[src/rtl/core/assert_macros.svh]
// Assertion macros for the RTL files of the job sorter.
`ifndef ASSERT_MACROS_SVH
`define ASSERT_MACROS_SVH

`ifndef SYNTH
// Plain property, checked at every edge outside reset
`define ASSERT_CLK(lbl, clk, rstn, prop, msg) \
    lbl: assert property (@(posedge clk) disable iff (!rstn) (prop)) else $error(msg);
// Same-cycle implication
`define ASSERT_IMPL(lbl, clk, rstn, ante, cons, msg) \
    lbl: assert property (@(posedge clk) disable iff (!rstn) (ante) |-> (cons)) else $error(msg);
// Next-cycle implication
`define ASSERT_NEXT(lbl, clk, rstn, ante, cons, msg) \
    lbl: assert property (@(posedge clk) disable iff (!rstn) (ante) |=> (cons)) else $error(msg);
`else
`define ASSERT_CLK(lbl, clk, rstn, prop, msg)
`define ASSERT_IMPL(lbl, clk, rstn, ante, cons, msg)
`define ASSERT_NEXT(lbl, clk, rstn, ante, cons, msg)
`endif

`endif

[src/rtl/core/rojs_pkg.sv]
// Types and constants shared by the job sorter modules.
package rojs_pkg;

    localparam int MAX_JOBS   = 1024;
    localparam int VALUE_BITS = 16;
    localparam int FIELD_BITS = 16;
    localparam int ARR_W      = 11;
    localparam int POS_W      = $clog2(MAX_JOBS);
    localparam int CNT_W      = $clog2(MAX_JOBS + 1);
    localparam int PROD_W     = 2 * VALUE_BITS;

    localparam logic [ARR_W-1:0] ARR_FIRST = ARR_W'(1);
    localparam logic [ARR_W-1:0] ARR_LAST  = {ARR_W{1'b1}};

    // request function codes
    localparam logic FUNC_PUSH = 1'b0;
    localparam logic FUNC_POP  = 1'b1;

    // result status codes
    localparam logic [1:0] STAT_PUSH_OK   = 2'd0;
    localparam logic [1:0] STAT_POP_OK    = 2'd1;
    localparam logic [1:0] STAT_POP_EMPTY = 2'd2;
    localparam logic [1:0] STAT_PUSH_FULL = 2'd3;

    typedef struct packed {
        logic                  func;
        logic [FIELD_BITS-1:0] job_time;
        logic [FIELD_BITS-1:0] job_fine;
    } cmd_t;

    typedef struct packed {
        logic [ARR_W-1:0] job_number;
        logic             batch_end;
        logic [1:0]       status;
    } res_t;

    // one stored job
    typedef struct packed {
        logic [VALUE_BITS-1:0] dur;
        logic [VALUE_BITS-1:0] fine;
        logic [ARR_W-1:0]      arrival;
    } entry_t;

    // best-so-far candidate travelling toward cell 0
    typedef struct packed {
        logic             valid;
        entry_t           entry;
        logic [POS_W-1:0] pos;
    } wave_t;

    // per-cell control from the sequencer
    typedef struct packed {
        logic take_prev;   // push: shift toward the tail
        logic take_next;   // removal: close the gap
        logic start;       // this cell holds the oldest job, seed the scan
    } cell_ctl_t;

endpackage

[src/rtl/core/rojs_cell.sv]
// One cell of the job chain: a stored job plus one stage of the min-ratio scan.
module rojs_cell
    import rojs_pkg::*;
(
    input  logic             clk,
    input  logic             rst_n,
    input  logic [POS_W-1:0] cell_index,
    input  cell_ctl_t        ctl,
    input  entry_t           prev_entry,
    input  entry_t           next_entry,
    input  wave_t            wave_in,
    output entry_t           entry,
    output wave_t            wave
);

    entry_t           entry_reg, entry_next;
    logic             wave_valid_reg, wave_valid_next;
    entry_t           wave_entry_reg, wave_entry_next;
    logic [POS_W-1:0] wave_pos_reg, wave_pos_next;
    logic [PROD_W-1:0] own_cross, in_cross;
    logic             own_first;

    // cross products: own job goes first when own.t * best.f < best.t * own.f
    assign own_cross = PROD_W'(entry_reg.dur) * PROD_W'(wave_in.entry.fine);
    assign in_cross  = PROD_W'(wave_in.entry.dur) * PROD_W'(entry_reg.fine);
    assign own_first = own_cross < in_cross;

    // stored job: shift on push, close the gap on removal
    always_comb
    begin
        entry_next = entry_reg;
        if (ctl.take_prev)
        begin
            entry_next = prev_entry;
        end
        else if (ctl.take_next)
        begin
            entry_next = next_entry;
        end
    end

    // scan stage: older candidates arrive from the next cell
    always_comb
    begin
        wave_valid_next = 1'b0;
        wave_entry_next = wave_in.entry;
        wave_pos_next   = wave_in.pos;
        if (ctl.start)
        begin
            wave_valid_next = 1'b1;
            wave_entry_next = entry_reg;
            wave_pos_next   = cell_index;
        end
        else if (wave_in.valid)
        begin
            wave_valid_next = 1'b1;
            if (own_first)
            begin
                wave_entry_next = entry_reg;
                wave_pos_next   = cell_index;
            end
        end
    end

    always_ff @(posedge clk or negedge rst_n)
    begin
        if (!rst_n)
        begin
            wave_valid_reg <= 1'b0;
        end
        else
        begin
            wave_valid_reg <= wave_valid_next;
        end
    end

    always_ff @(posedge clk)
    begin
        entry_reg      <= entry_next;
        wave_entry_reg <= wave_entry_next;
        wave_pos_reg   <= wave_pos_next;
    end

    assign entry = entry_reg;
    assign wave  = '{valid: wave_valid_reg, entry: wave_entry_reg, pos: wave_pos_reg};

endmodule

[config.mk]
export PLATFORM = sky130hd
export DESIGN_NAME = rojs_cell
export DESIGN_NICKNAME = d
export VERILOG_FILES = /design/src/rtl/core/assert_macros.svh /design/src/rtl/core/rojs_pkg.sv /design/src/rtl/core/rojs_cell.sv
export SDC_FILE = /design/constraint.sdc
export NUM_CORES = 1
export LEC_CHECK = 0
export ABC_CLOCK_PERIOD_IN_PS = 10880
export CORE_MARGIN = 8
export CORE_UTILIZATION = 65
export DETAILED_ROUTE_END_ITERATION = 8
export DONT_BUFFER_PORTS = 1
export MAX_ROUTING_LAYER = met4
export PLACE_DENSITY = 0.81
export SYNTH_ARGS = -nofsm -noshare
export SYNTH_HDL_FRONTEND = slang
export SYNTH_SLANG_ARGS = --single-unit
[constraint.sdc]
create_clock -name clk -period 10.88 [get_ports clk]
set_input_delay 2.176 -clock clk [delete_from_list [all_inputs] [get_ports clk]]
set_output_delay 2.176 -clock clk [all_outputs]
set_load 0.05 [all_outputs]
== After elaboration in Yosys (flattened, before gate mapping) ==
Cells that the tools add are included.

* Flip-flop bits (word level): 97
* Latch bits: 0
* Bits in writable memories: 0
* Bits in read-only memories: 0
* Bits of input ports: 155
* Output and inout port bits: 97
* Logic and storage cells: 22
* Memories kept: 0

* Add/subtract/negate cells: 0
* Multipliers: 2
* Divide/modulo/power cells: 0
* Magnitude comparators: 1
* Equal/unequal tests: 0
* Shifts and indexed selects: 0
* Muxes and demuxes: 10
* Bitwise operators: 0
* Reductions and logical operators: 1

{| class="wikitable"
|+ Operator list
! cell !! number
|-
| 2-to-1 mux 43 bit || 5
|-
| multiplier 16 x 16 -> 32 bit || 2
|-
| < comparator 32 bit || 1
|-
| 2-to-1 mux 10 bit || 3
|-
| 2-to-1 mux 1 bit || 2
|-
| nonzero test 2 bit || 1
|}

== Depth between registers and ports, before layout ==
* Depth in word-level cells: 5
* Gate-level depth with buffers: 32
* Depth with buffers taken out: 28

== Worst setup path before layout ==
No wires, ideal clock.

* Kind: in2reg
* From: input port wave_in[30] (netlist name)
* To: register wave_entry_reg (netlist bit wave[28])
* Library setup time: 0.121 ns
* Arrival: 9.180 ns
* Data required time: 10.759 ns
* Path slack: 1.578 ns
* Cell stages on the path: 32
* Path buffers: 4
* Cell sequence: clkbuf_1 -> clkbuf_1 -> nand2_1 -> fa_1 -> inv_1 -> fa_1 -> inv_1 -> fa_1 -> inv_1 -> fa_1 -> fa_1 -> inv_1 -> fa_1 -> inv_1 -> ha_1 -> clkbuf_1 -> and3_1 -> nand4_1 -> a21oi_1 -> o21ai_0 -> a21oi_1 -> nor4_1 -> a311o_1 -> ha_1 -> nand4_1 -> or2_2 -> nor2_1 -> o211a_1 -> o221ai_2 -> nand3_4 -> buf_6 -> mux2_4

{| class="wikitable"
|+ RTL lines
! item !! RTL line !! source
|-
| from (decl) || rojs_cell.sv:11 || <nowiki>input wave_t wave_in,</nowiki>
|-
| to (signal assigned) || rojs_cell.sv:80 || <nowiki>wave_entry_reg <= wave_entry_next;</nowiki>
|-
| to (decl) || rojs_cell.sv:18 || <nowiki>entry_t wave_entry_reg, wave_entry_next;</nowiki>
|}

== Worst setup path after layout ==
* From: input port wave_in[44] (netlist name)
* To: register wave_pos_reg[9]

* Longest elaborated chain between the ends: 5

{| class="wikitable"
|+ RTL lines
! item !! RTL line !! source
|-
| multiplier 16 x 16 -> 32 bit || rojs_cell.sv:25 || <nowiki>assign in_cross = PROD_W'(wave_in.entry.dur) * PROD_W'(entry_reg.fine);</nowiki>
|-
| < comparator 32 bit || rojs_cell.sv:26 || <nowiki>assign own_first = own_cross < in_cross;</nowiki>
|-
| 2-to-1 mux 10 bit || rojs_cell.sv:57 || <nowiki>if (own_first)</nowiki>
|-
| 2-to-1 mux 10 bit || rojs_cell.sv:54 || <nowiki>else if (wave_in.valid)</nowiki>
|-
| 2-to-1 mux 10 bit || rojs_cell.sv:48 || <nowiki>if (ctl.start)</nowiki>
|-
| via wave_pos_next[9] || rojs_cell.sv:19 || <nowiki>logic [POS_W-1:0] wave_pos_reg, wave_pos_next;</nowiki>
|-
| to (signal assigned) || rojs_cell.sv:81 || <nowiki>wave_pos_reg <= wave_pos_next;</nowiki>
|-
| to (decl) || rojs_cell.sv:19 ||
|}

The timed path passes the listed nets, and every way through them passes these cells.
A chain may end at the register's enable or synchronous reset.

==> summary.md <==
| Metric | Value |
|---|---|
| Ys async rst share | `1.03%` |
| Crit path from | `wave_in[44]` |
| Fmax | `102 MHz` |
| Final setup violation count | `0` |
| Post-cts resize count | `0` |
| Detail Placement HPWL | `45,300 µm` |
| Post-synthesis cell type count | `63` |
| Overall Global Routing Usage | `30.3%` |
| Hold WC Path Type | `reg -> reg` |
| Register area | `2380 µm²` |
| Setup tns final | `0 ns` |
| GP Congestion | `0.924` |
| Crit share post-route | `89.8%` |
| CTS buffer count | `9` |
| Final hold viol count | `0` |
| CTS tree | `built` |
| Layout cell share with drive strength beyond 1 | `6.82%` |
| Multi-input gate area | `17,000 µm²` |
| Die Ht | `198 µm` |
| Final #Nets | `3,020` |
| Commonest cells after routing, fill and taps aside | `474 x inv_1, 388 x fa_1, 312 x nand2_1` |
| Most common cell after layout, fill and taps aside | `inv_1` |
| Main synth FF type | `dfxtp_1` |
| First-pass GRT wire length | `89,800 µm` |
| RSZ-0062 raised after global routing | `false` |
| Worst EP required | `11.15 ns` |
| Number of synthesized flops with an enable pin | `43` |
| Area Growth Syn to Fin | `3.50%` |
| Slew of the pin with the lowest slew margin | `1.31 ns` |
| TritonRoute pass-1 iters | `5` |
| Hold Buf Count CTS | `0` |
| DR vias | `15.5k` |
| Vias in the first global route | `17.3k` |
| Root Driver | `clkbuf_16` |
| CP endpoint kind | `register` |
| Max-Slew Margin vs Limit | `12.8%` |
| # H-tree levels | `3` |
| Final wirelength | `55,000 µm` |
| CP max stage delay | `0.75 ns` |
| Syn nets | `3,063` |
| Final global-route overflow total | `0` |
| Port bufs | `0` |
| Pins over their slew limit | `0` |
| # rows | `66` |
| Reg-to-Reg Start | `entry[14]` |
| FF+latch count, synth | `97` |
| Clk pin slew, worst setup/hold paths | `0.08 ns` |
| Hold wc startpoint | `entry[18]` |
| Initial antenna violation count | `3` |
| Mapped Cells | `2,281` |
| Ys Warns | `0` |
| Crit path DAT | `10.05 ns` |
| Critical Path Most Common Cell | `fa_1` |
| Average size of a mapped cell | `9.44 µm²` |
| Worst skew pair latency | `0.39 ns` |
| Status | `finished clean` |
| Critical Path Start Type | `primary input` |
| Clock Tree Buf Depth | `2` |
| Area of the die | `39,200 µm²` |
| Post-route DRC | `0` |
| Clock sinks | `97` |
| Starting DRC count in detailed routing | `914` |
| Post-CTS Setup Inserts | `0` |
| CP Class | `in -> reg` |
| Max-Cap Viols | `0` |
| Seq/Total Area, Yosys | `11.0%` |
| Synth Cell Area | `21,500 µm²` |
| Via-per-instance ratio | `5.78` |
| CP max stage cell | `a2111oi_0` |
| FILL cells | `2,454` |
| ANT nets after route | `0` |
| Largest net degree at the start of global routing | `45` |
| Final min period | `9.77 ns` |
| Crit path max fanout | `21` |
| Routed len/inst | `20.5 µm` |
| Core Area | `32,600 µm²` |
| I/O pin count | `252` |
| Die W | `198 µm` |
| Skew final | `0.0190 ns` |
| Initial Utilization | `66.0%` |
-- worst max-delay path: cells and delay by family --
kind	cells	cell delay (ns)
compound gates	7	1.97
buf+inv	5	0.49
fa+ha+maj	8	3.65
mux	1	0.35
xor+xnor	1	0.13
simple gates	5	1.26
-- area by class of cell --
| cell class | instances | area share, % |
|---|---|---|
| clock inverter | 6 | 0.342 |
| clock buffer | 10 | 1.03 |
| tap | 442 | 2.48 |
| sequential | 97 | 10.7 |
| timing repair buffer | 32 | 1.13 |
| multi-input combinational | 1624 | 76.3 |
| antenna | 3 | 0.0337 |
| inverter | 474 | 7.98 |
-- metal layers --
layer / GRT usage [%] / part of all wire [%]
met4: 12.4 / 4.3
met3: 7.86 / 8.4
met1: 34.3 / 38
met2: 50.7 / 49
met5: - / 0
-- final timing paths --
| path | end | cells past startpoint | slack [ns] |
|---|---|---|---|
| worst min register to register | wave[28] | 1 | 0.81 |
| worst min-delay path | wave[28] | 1 | 0.81 |
| worst max register to register | wave_pos_reg[9] | 26 | 1.59 |
| worst max-delay path | wave_pos_reg[9] | 27 | 1.11 |
| min in group asynchronous | wave_valid_reg | 0 | 1.46 |
| max in group asynchronous | wave_valid_reg | 0 | 9.35 |
-- cells in the mapped netlist (6+ instances only) --
cell / number / area [µm²]
nand2_1: 312 / 1170
a21oi_1: 55 / 275
nor3_1: 10 / 50.1
mux2_4: 50 / 751
nor2_1: 29 / 109
edfxtp_1: 43 / 1290
ha_1: 239 / 2990
xnor2_1: 36 / 315
xor2_1: 15 / 131
nand3_1: 9 / 45.0
nand4_1: 11 / 68.8
o21a_1: 9 / 67.6
a211oi_1: 8 / 60.1
a21o_1: 35 / 263
nor2b_1: 7 / 43.8
and3_1: 9 / 56.3
o21ai_0: 40 / 200
inv_1: 474 / 1780
dfxtp_1: 53 / 1060
and2_1: 236 / 1480
clkbuf_1: 79 / 297
mux2_2: 46 / 518
a31oi_1: 6 / 37.5
fa_1: 388 / 7770
-- cells by family after synthesis --
| group | share of synthesized area (%) |
|---|---|
| AND/OR/NAND/NOR | 14.9 |
| adder cells (fa/ha/maj) | 49.9 |
| buffers and inverters | 9.95 |
| AO/OA/AOI/OAI | 6.12 |
| multiplexers | 6.03 |
| flip-flops | 11.0 |
| XOR/XNOR | 2.07 |
-- through the flow --
stage	instances	instance area, µm²	worst slack (ns)	hold WS [ns]	utilization (%)
2_1_floorplan	2281	21500	1.58	0.877	-
3_3_place_gp	2669	22000	0.903	0.781	67.4
3_5_place_dp	2669	22000	0.732	0.804	67.4
4_1_cts	2685	22300	1.13	0.815	68.3
5_1_grt	2688	22300	0.696	0.826	68.4
6_report	2688	22300	1.11	0.808	68.4
Power is not shown: default switching activity piles up to over one toggle a cycle in this logic, so the estimate is an artifact.
